### src/design/etp_pkg.sv
// exclusive time profiler package: request/response types, opcodes, status codes
// and default sizes; no dependencies
package etp_pkg;

   localparam int unsigned OP_W = 2;
   localparam int unsigned ID_W = 5;
   localparam int unsigned TS_W = 32;
   localparam int unsigned ST_W = 2;

   localparam int unsigned NumFuncsDef   = 32;
   localparam int unsigned StackDepthDef = 64;

   localparam logic [OP_W-1:0] OP_START = 2'd0;
   localparam logic [OP_W-1:0] OP_END   = 2'd1;
   localparam logic [OP_W-1:0] OP_READ  = 2'd2;

   localparam logic [ST_W-1:0] ST_OK        = 2'd0;
   localparam logic [ST_W-1:0] ST_OVERFLOW  = 2'd1;
   localparam logic [ST_W-1:0] ST_EMPTY     = 2'd2;
   localparam logic [ST_W-1:0] ST_BACKWARDS = 2'd3;

   typedef struct packed {
      logic [OP_W-1:0] func;
      logic [ID_W-1:0] fn_id;
      logic [TS_W-1:0] stamp;
   } req_type;

   typedef struct packed {
      logic [TS_W-1:0] total;
      logic [ST_W-1:0] status;
   } rsp_type;

endpackage

### src/design/etp_ram.sv
// exclusive time profiler memory: one write port, one read port, registered read data
// no dependencies
module etp_ram #(
   parameter int unsigned WIDTH = 32,
   parameter int unsigned DEPTH = 32
) (
   input  logic                     clock,
   input  logic                     wr_en,
   input  logic [$clog2(DEPTH)-1:0] wr_addr,
   input  logic [WIDTH-1:0]         wr_data,
   input  logic [$clog2(DEPTH)-1:0] rd_addr,
   output logic [WIDTH-1:0]         rd_data
);

   logic [WIDTH-1:0] mem [DEPTH];
   logic [WIDTH-1:0] rd_data_ff;

   always_ff @(posedge clock) begin
      if (wr_en) begin
         mem[wr_addr] <= wr_data;
      end
   end

   always_ff @(posedge clock) begin
      rd_data_ff <= mem[rd_addr];
   end

   assign rd_data = rd_data_ff;

endmodule

### src/design/exclusive_time_profiler.sv
// exclusive time profiler top: sequencer, call stack and totals memories
// depends on etp_pkg and etp_ram
//
// One request is taken at a time, in this order: a call stack read of the top entry, a
// totals read at the top id (or at fn_id for a read), then the saturating add and write
// back with the push or pop. busy is high in S_TOP and S_RMW after acceptance, so a new
// request is accepted only once the previous one has been written back. The response
// strobe rsp_valid rises in the cycle after the write back and lasts one cycle; it
// cannot be held off, so the receiver must take it. After reset the totals memory is
// cleared one entry a cycle, all NUM_FUNCS entries, with busy high.
module exclusive_time_profiler #(
   parameter int unsigned NUM_FUNCS   = etp_pkg::NumFuncsDef,
   parameter int unsigned STACK_DEPTH = etp_pkg::StackDepthDef
) (
   input  logic             clock,
   input  logic             reset,
   input  logic             start,
   output logic             busy,
   input  etp_pkg::req_type req_item,
   output logic             rsp_valid,
   output etp_pkg::rsp_type rsp_item
);
   import etp_pkg::*;

   localparam int unsigned FA = $clog2(NUM_FUNCS);
   localparam int unsigned SA = $clog2(STACK_DEPTH);
   localparam int unsigned LW = $clog2(STACK_DEPTH + 1);

   localparam logic [1:0] S_CLEAR = 2'd0;
   localparam logic [1:0] S_IDLE  = 2'd1;
   localparam logic [1:0] S_TOP   = 2'd2;
   localparam logic [1:0] S_RMW   = 2'd3;

   logic [1:0]      state_ff, state_in;
   logic [FA-1:0]   clr_ff, clr_in;
   logic [LW-1:0]   level_ff, level_in;
   logic [TS_W-1:0] seg_ff, seg_in;
   logic            rsp_valid_ff, rsp_valid_in;

   req_type         req_ff;
   logic [TS_W:0]   amount_ff, amount_in;
   logic [ST_W-1:0] status_ff, status_in;
   logic            charge_ff, charge_in;
   logic            in_range_ff, in_range_in;
   rsp_type         rsp_ff, rsp_in;

   logic            accept;
   logic            full;
   logic            empty;
   logic [ID_W-1:0] top_id;
   logic [ID_W-1:0] sel_id;
   logic [TS_W:0]   stamp_x;
   logic [TS_W:0]   stamp_p1;
   logic [TS_W:0]   seg_x;
   logic [TS_W+1:0] sum;
   logic [TS_W-1:0] sat_sum;
   logic [TS_W-1:0] tot_rd;

   logic            stk_we;
   logic [SA-1:0]   stk_waddr;
   logic [SA-1:0]   stk_raddr;
   logic            tot_we;
   logic [FA-1:0]   tot_waddr;
   logic [TS_W-1:0] tot_wdata;
   logic [FA-1:0]   tot_raddr;

   assign busy   = (state_ff != S_IDLE);
   assign accept = start && !busy;
   assign full   = (level_ff == LW'(STACK_DEPTH));
   assign empty  = (level_ff == '0);

   // call stack
   assign stk_raddr = SA'(level_ff - LW'(1));
   assign stk_we    = (state_ff == S_RMW) && (req_ff.func == OP_START) && !full;
   assign stk_waddr = level_ff[SA-1:0];

   etp_ram #(.WIDTH(ID_W), .DEPTH(STACK_DEPTH)) u_stack (
      .clock   (clock),
      .wr_en   (stk_we),
      .wr_addr (stk_waddr),
      .wr_data (req_ff.fn_id),
      .rd_addr (stk_raddr),
      .rd_data (top_id)
   );

   // totals
   assign sel_id    = (req_ff.func == OP_READ) ? req_ff.fn_id : top_id;
   assign tot_raddr = FA'(sel_id);
   assign sum       = {2'b00, tot_rd} + {1'b0, amount_ff};
   assign sat_sum   = (sum[TS_W+1:TS_W] != 2'b00) ? '1 : sum[TS_W-1:0];

   always_comb begin
      if (state_ff == S_CLEAR) begin
         tot_we    = 1'b1;
         tot_waddr = clr_ff;
         tot_wdata = '0;
      end else begin
         tot_we    = (state_ff == S_RMW) && charge_ff;
         tot_waddr = FA'(top_id);
         tot_wdata = sat_sum;
      end
   end

   etp_ram #(.WIDTH(TS_W), .DEPTH(NUM_FUNCS)) u_totals (
      .clock   (clock),
      .wr_en   (tot_we),
      .wr_addr (tot_waddr),
      .wr_data (tot_wdata),
      .rd_addr (tot_raddr),
      .rd_data (tot_rd)
   );

   // charge amount and status, worked out while the total is read
   assign stamp_x  = {1'b0, req_ff.stamp};
   assign stamp_p1 = stamp_x + (TS_W+1)'(1);
   assign seg_x    = {1'b0, seg_ff};

   always_comb begin
      amount_in   = '0;
      status_in   = ST_OK;
      charge_in   = 1'b0;
      in_range_in = ({{(32-ID_W){1'b0}}, sel_id} < 32'(NUM_FUNCS));
      case (req_ff.func)
         OP_START: begin
            amount_in = stamp_x - seg_x;
            if (full) begin
               status_in = ST_OVERFLOW;
            end else if (stamp_x < seg_x) begin
               status_in = ST_BACKWARDS;
            end else begin
               charge_in = !empty && in_range_in;
            end
         end
         OP_END: begin
            amount_in = stamp_p1 - seg_x;
            if (empty) begin
               status_in = ST_EMPTY;
            end else if (stamp_p1 < seg_x) begin
               status_in = ST_BACKWARDS;
            end else begin
               charge_in = in_range_in;
            end
         end
         default: begin
         end
      endcase
   end

   // sequencer
   always_comb begin
      state_in     = state_ff;
      clr_in       = clr_ff;
      level_in     = level_ff;
      seg_in       = seg_ff;
      rsp_valid_in = 1'b0;
      case (state_ff)
         S_CLEAR: begin
            clr_in = clr_ff + FA'(1);
            if (clr_ff == FA'(NUM_FUNCS - 1)) begin
               state_in = S_IDLE;
            end
         end
         S_IDLE: begin
            if (start) begin
               state_in = S_TOP;
            end
         end
         S_TOP: begin
            state_in = S_RMW;
         end
         S_RMW: begin
            state_in     = S_IDLE;
            rsp_valid_in = 1'b1;
            if (req_ff.func == OP_START && !full) begin
               level_in = level_ff + LW'(1);
               seg_in   = req_ff.stamp;
            end else if (req_ff.func == OP_END && !empty) begin
               level_in = level_ff - LW'(1);
               seg_in   = stamp_p1[TS_W-1:0];
            end
         end
         default: begin
            state_in = S_IDLE;
         end
      endcase
   end

   always_comb begin
      rsp_in.status = status_ff;
      rsp_in.total  = '0;
      if (req_ff.func == OP_READ && in_range_ff) begin
         rsp_in.total = tot_rd;
      end
   end

   always_ff @(posedge clock) begin
      if (reset) begin
         state_ff     <= S_CLEAR;
         clr_ff       <= '0;
         level_ff     <= '0;
         seg_ff       <= '0;
         rsp_valid_ff <= 1'b0;
      end else begin
         state_ff     <= state_in;
         clr_ff       <= clr_in;
         level_ff     <= level_in;
         seg_ff       <= seg_in;
         rsp_valid_ff <= rsp_valid_in;
      end
   end

   always_ff @(posedge clock) begin
      if (accept) begin
         req_ff <= req_item;
      end
      if (state_ff == S_TOP) begin
         amount_ff   <= amount_in;
         status_ff   <= status_in;
         charge_ff   <= charge_in;
         in_range_ff <= in_range_in;
      end
      if (state_ff == S_RMW) begin
         rsp_ff <= rsp_in;
      end
   end

   assign rsp_valid = rsp_valid_ff;
   assign rsp_item  = rsp_ff;

   a_level_bound: assert property (@(posedge clock) disable iff (reset)
      level_ff <= LW'(STACK_DEPTH))
      else $error("stack level beyond depth");

   a_rsp_latency: assert property (@(posedge clock) disable iff (reset)
      accept |-> ##3 rsp_valid)
      else $error("response missing three cycles after request");

   a_rsp_single: assert property (@(posedge clock) disable iff (reset)
      rsp_valid |=> !rsp_valid)
      else $error("response strobe longer than one cycle");

   a_err_total: assert property (@(posedge clock) disable iff (reset)
      rsp_valid && rsp_item.status != ST_OK |-> rsp_item.total == '0)
      else $error("nonzero total with error status");

endmodule
### config.mk
export PLATFORM = sky130hd
export DESIGN_NAME = exclusive_time_profiler
export DESIGN_NICKNAME = d
export VERILOG_FILES = /design/src/design/etp_pkg.sv /design/src/design/etp_ram.sv /design/src/design/exclusive_time_profiler.sv
export SDC_FILE = /design/constraint.sdc
export NUM_CORES = 2
export LEC_CHECK = 0
export BUFFER_PORTS_ARGS = -buffer_cell sky130_fd_sc_hd__clkbuf_2
export CORE_UTILIZATION = 50
export DETAILED_ROUTE_END_ITERATION = 10
export HOLD_SLACK_MARGIN = 0.06
export PLACE_DENSITY_LB_ADDON = 0.15
export RECOVER_POWER = 100
export SYNTH_ARGS = -nofsm -noshare
export SYNTH_HDL_FRONTEND = slang
export SYNTH_SLANG_ARGS = --single-unit
export TNS_END_PERCENT = 50
### constraint.sdc
create_clock -name clock -period 5.61 [get_ports clock]
set_input_delay 0.8415 -clock clock [delete_from_list [all_inputs] [get_ports clock]]
set_output_delay 0.8415 -clock clock [all_outputs]
set_load 0.1 [all_outputs]
# [Word-level counts from Yosys, hierarchy flattened]
# Memories as Yosys holds them, arrays and structs flattened. A register that Yosys moved wholly into a read port is not among the register bits.
# Cells that the tools add are included.
# W data, S select, Z words.
[word_totals] ff_bits=156 ram_bits=1344 inputBits=42 out_inout_bits=36 word_cells=78 memories=2
[classes] add_sub_neg=7 magnitude_cmp=2 eq_ne=10 mux=28 n_reduce_logical=16
[mem_list] name="u_totals.mem" depth=32 width=32 read_ports=1 rd_clocked_by_memory_dff=1 write_ports=1 line_no="etp_ram.sv:15" rtl="logic [WIDTH-1:0] mem [DEPTH];"
[mem_list] name="u_stack.mem" depth=64 width=5 read_ports=1 rd_clocked_by_memory_dff=1 write_ports=1 line_no="etp_ram.sv:15"
[ops] cell="$mux W32" n=4
[ops] cell="$pmux W33 S2" n=1
[ops] cell="$add A32 B33 Y34" n=1
[ops] cell="$add A32 B1 Y33 const B" n=1
[ops] cell="$lt A33 B32 Y1" n=1
[ops] cell="$sub A32 B32 Y33" n=1
[ops] cell="$sub A33 B32 Y33" n=1
[ops] cell="$lt A32 B32 Y1" n=1
[ops] cell="$mux W7" n=2
[ops] cell="$mux W2" n=6
[ops] cell="$mux W1" n=10
[ops] cell="$mux W5" n=2
[ops] cell="$pmux W2 S4" n=1
[ops] cell="$add A7 B1 Y7 const B" n=1
[ops] cell="$eq A7 B7 Y1 const B" n=1
[ops] cell="$logic_not A7 Y1" n=1
[ops] cell="$sub A7 B1 Y7 const B" n=1
[ops] cell="$eq A2 B2 Y1 const B" n=3
[ops] cell="$logic_and A1 B1 Y1" n=6
[ops] cell="$add A5 B1 Y5 const B" n=1
[ops] cell="$eq A5 B5 Y1 const B" n=1
[ops] cell="$eq A2 B1 Y1 const B" n=2
[ops] cell="$logic_not A2 Y1" n=2
[ops] cell="$ne A2 B1 Y1 const B" n=2
[ops] cell="6 further kinds" n=10

# [Logic depth before layout (Yosys ltp)]
[logic_depth] depth_word=5 ltp_mapped=18 depth_no_buf=17

# [Cells and area by module]
# Synthesis repeated with hierarchy kept, for this count alone.
[hier_totals] cells_unflattened=4233 area_unflattened_um2=65379.0
[modules_own_cells] module="etp_ram (u_totals)" instances=1 cells_per_inst=2260 area_per_inst_um2=40485.1 seq_area_each_um2=31390.1
[modules_own_cells] module="etp_ram (u_stack)" instances=1 cells_per_inst=610 area_per_inst_um2=12768.5 seq_area_each_um2=9709.3
[modules_own_cells] module="exclusive_time_profiler" instances=1 cells_per_inst=1363 area_per_inst_um2=12125.4 seq_area_each_um2=4214.0

# [Worst setup path after synthesis]
# OpenSTA, ideal clock, no wires.
[synth_timing] kind="register to register" start="register req_ff[1] (netlist name)" end="register amount_ff[32], data pin" setup_ps=138 arrival_time_ps=3920 t_required_ps=5472 slack_ps=1553 path_stages_with_launch=17 path_buffers=1 synth_period_minus_slack_ps=4057 path_cell_list="edfxtp_1 > ha_1 > nand3_1 > nor4_1 > nand4_1 > xnor2_1 > ha_1 > clkbuf_1 > a21o_1 > a21o_1 > a21o_1 > a21oi_1 > o31ai_1 > a211oi_1 > nor2_1 > or4b_1 > nand4_1"
[synth_via] elab_chain_cells=3 word_cells_on_any_way=4 classes_between="add/sub: 3; mux: 1"
[synth_lines] element="start: declaration" line_no="exclusive_time_profiler.sv:40" rtl="req_type req_ff;"
[synth_lines] element="start signal: assignment" line_no="exclusive_time_profiler.sv:214" rtl="req_ff <= req_item;"
[synth_lines] element="$add A32 B1 Y33" line_no="exclusive_time_profiler.sv:115" rtl="assign stamp_p1 = stamp_x + (TS_W+1)'(1);"
[synth_lines] element="$sub A33 B32 Y33" line_no="exclusive_time_profiler.sv:135" rtl="amount_in = stamp_p1 - seg_x;"
[synth_lines] element="$pmux W33 S2 (*)" line_no="exclusive_time_profiler.sv:123" rtl="case (req_ff.func)"
[synth_lines] element="net amount_in[32]" line_no="exclusive_time_profiler.sv:41" rtl="logic [TS_W:0] amount_ff, amount_in;"
[synth_lines] element="end signal: assignment" line_no="exclusive_time_profiler.sv:217" rtl="amount_ff <= amount_in;"
[synth_lines] element="end: declaration" line_no="exclusive_time_profiler.sv:41"
# The timed path passes the listed nets; every way through them passes the cells marked *.
# A chain may end at the register's enable or synchronous reset.

# [Worst setup path in the final report]
[layout_timing] start="register state_ff[1]" end="memory u_totals.mem[12][13], enable pin"
[layout_via] elab_chain_cells=5 word_cells_on_any_way=7 classes_between="eq/ne: 1; mux: 4; reduce/logical: 2"
[layout_lines] element="start: declaration" line_no="exclusive_time_profiler.sv:34" rtl="logic [1:0] state_ff, state_in;"
[layout_lines] element="start signal: assignment" line_no="exclusive_time_profiler.sv:204" rtl="state_ff <= state_in;"
[layout_lines] element="$eq A2 B2 Y1" line_no="exclusive_time_profiler.sv:98" rtl="tot_we = (state_ff == S_RMW) && charge_ff;"
[layout_lines] element="$logic_and A1 B1 Y1" line_no="exclusive_time_profiler.sv:98"
[layout_lines] element="$mux W1" line_no="exclusive_time_profiler.sv:93" rtl="if (state_ff == S_CLEAR) begin"
[layout_lines] element="$mux W1" line_no="etp_ram.sv:19" rtl="if (wr_en) begin"
[layout_lines] element="$mux W1 (not written as such)" line_no="etp_ram.sv:20" rtl="mem[wr_addr] <= wr_data;"
[layout_lines] element="end: declaration" line_no="etp_ram.sv:15"
# Parallel ways exist; a longest one is shown, timed or not.

==> impl_metrics.toml <==
[status]
outcome = "finished with violations"
violations = "max-capacitance violations, max-slew violations"

[yosys]
yosysMostFrequentCell = "edfxtp_1"
syn-cell-area_um2 = 64710
synth_edf_count = 1453
syn_inst = 3902
seq_area_frac_synth_pct = 70.02
synth_top_area_cell = "edfxtp_1"
synth_top_cells_by_count = "edfxtp_1, nand2_1, mux4_2"
synth_area_leaders = "edfxtp_1, mux4_2, dfxtp_1"
synthArstFlopShare_pct = 0
avgSynthCellArea_um2 = 16.58
synthDominantCellAreaShare_pct = 67.42
syn-num-nets = 4053
ys_types = 78
ys_ff_latch = 1537
synthFlopType = "edfxtp_1"
yosys_warnings = 0

[worst_setup_path]
cp_max_fo = 28
worstPathCellList = "inv_1 > ha_1 > buf_4 > inv_1 > o22ai_1 > nand2_1 > nor2_1 > buf_4"
critPathSlowestCell = "nor2_1"
required_ns = 6.06
worstSetupPathType = "reg -> reg"
arrival_ns = 5.58
cp-start-kind = "register"
endpoint_kind = "register"
cpPeakStageDelay_ns = 2.38

[sta]
setup_ws_ns = 0.4748
rsz0062_at_grt = "false"
fin_crit_ns = 5.135
tightest_slew_ns = 3.272
period_share_pct = 91.54
skew_ns = 0.03711
fmax_mhz = 194.7
tns_ns = 0
hold_viol_final = 0
final_max_slew_viol_count = 1189
finalSetupViolCount = 0
timing.slew.headroom_pct = -118.2

[pwr]
seqPwrFrac_pct = 49.0
power.switching_mw = 7.870
totalPowerFinal_mw = 29.59
internal_power_mw = 21.72
combPwrFrac_pct = 14.7
leakage_nw = 23.81
powerDensity_nw_per_um2 = 406.5
swShare_pct = 26.60
clkPwrFrac_pct = 36.3
vdd_drop_max_mv = 0.6767

[floorplan]
initial_utilization_pct = 50.55
die_area_um2 = 130900
die_y_um = 361.8
core_um2 = 128000
num_rows = 131
ioPinCount = 78
die_x_um = 361.8

[clock_tree]
ctsHoldBuffers = 0
cts_tree = "built"
cts_setup_buffers = 0
clk_pin_slew_worst_paths_ns = 0.06
htreeDepth = 4
clock_sinks = 1537
clock-root-buffer = "clkbuf_16"
cts-resized-gates = 0
clkLatencyLatePin_ns = 0.80
clock_path_buffers = 3
cts_made_buffers = 158

[global_routing]
grt_pass1_vias = 35410
grt_pass1_wl_um = 241400
grt_use_total_pct = 25.66
grt_antenna_before_repair = 8
grt.overflow.total = 0
grt_max_degree = 91

[route]
first_pass_iters = 5
drt_iter0_drc = 4152
vias = 35740
ant_nets = 0
post_drt_wl_per_cell_um = 28.19
drc = 0
post_drt_via_cell_ratio = 6.061
routed_wl_um = 166200

[min_path]
hp-class = "in -> reg"

[placed_design]
place_ws_ns = 1.035
portBuffers = 77
gp_congestion = 0.8519
dp_hpwl_um = 95690

[layout]
layout-drive-gt1-share_pct = 18.56
area_growth_pct = 12.49
fin_nets = 4182

[flow_run]
cap_violations = 42
-- cells by family (layout without fill, tap and decap cells) --
| kind of cell | count (synthesis) | count (layout) | share of synthesized area, % |
|---|---|---|---|
| AND/OR/NAND/NOR | 1034 | 1034 | 7.196 |
| adder cells (fa/ha/maj) | 109 | 109 | 2.142 |
| flip-flops | 1537 | 1537 | 70.02 |
| other | 0 | 2 | 0 |
| buffers and inverters | 271 | 534 | 1.632 |
| multiplexers | 379 | 379 | 12.85 |
| XOR/XNOR | 130 | 130 | 1.759 |
| AO/OA/AOI/OAI | 442 | 442 | 4.399 |
-- stage by stage --
stage	utilization [%]	std cells	hold WS, ns	area, µm²
floorplan	-	3902	0.4003	64710
global placement	53.14	5600	0.4357	68020
detailed placement	53.14	5600	0.4264	68020
CTS	57.28	5894	0.1739	73320
global route	56.86	5894	0.2026	72790
finish	56.87	5896	0.2218	72800
-- flip-flops by register name, summed over array words and instances (netlist names) --
register          flops
rsp_item             34
seg_ff               32
amount_ff            33
req_ff               39
clr_ff                5
level_ff              7
state_ff              2
rsp_valid             1
u_totals.rd_data     32
status_ff             2
charge_ff             1
u_stack.rd_data       5
u_stack.mem         320
u_totals.mem       1024
-- layout make-up --
type	instances	area (µm²)
inverter	71	266.5
timing repair buffer	169	1072
antenna	2	5.005
multi-input combinational	2094	18680
clock inverter	94	1084
clock buffer	200	4215
sequential	1537	45310
tap	1729	2163
fill	9805	55210
-- power groups by stage --
stage | registers [mW] | clock network [mW] | logic (mW)
floorplan | 14.6 | 0 | 2.55
global placement | 14.7 | 0 | 4.43
detailed placement | 14.7 | 0 | 4.47
CTS | 14.5 | 10.9 | 4.48
global route | 14.6 | 11.3 | 4.66
finish | 14.5 | 10.7 | 4.36
-- critical path: cells and delay by family, from the launching register on --
kind / cells / cell delay, ns
AO/OA/AOI/OAI: 1 / 0.29
flip-flops: 1 / 0.33
buffers and inverters: 4 / 1.29
adder cells (fa/ha/maj): 1 / 0.14
AND/OR/NAND/NOR: 2 / 2.73
-- cells in the final DEF, fill, tap and decap left out, types with 83 or more instances in the layout --
| cell type | instances |
|---|---|
| nand3_1 | 203 |
| nand2_1 | 407 |
| nor2_1 | 216 |
| clkbuf_16 | 161 |
| dfxtp_1 | 83 |
| edfxtp_1 | 1453 |
| o21ai_0 | 97 |
| mux4_2 | 361 |
| a21oi_1 | 96 |
| clkbuf_1 | 94 |
| ha_1 | 105 |
-- path summary, 6_finish.rpt --
kind	endpoint	start	depth (start not counted)	slack, ns
max reg2reg	u_totals.mem[12][13]	state_ff[1]	8	0.47
max	u_totals.mem[12][13]	state_ff[1]	8	0.47
min reg2reg	rsp_item[0]	status_ff[0]	0	0.42
min	req_ff[5]	req_item[5]	1	0.22
-- layer usage --
layer | part of all wire, % | global-route usage [%]
met1 | 42 | 36.02
met2 | 48 | 40.52
met3 | 7.5 | 4.553
met4 | 3.2 | 9.256
met5 | 0.0066 | 0
Note: power is estimated with default switching activity, not from simulation.
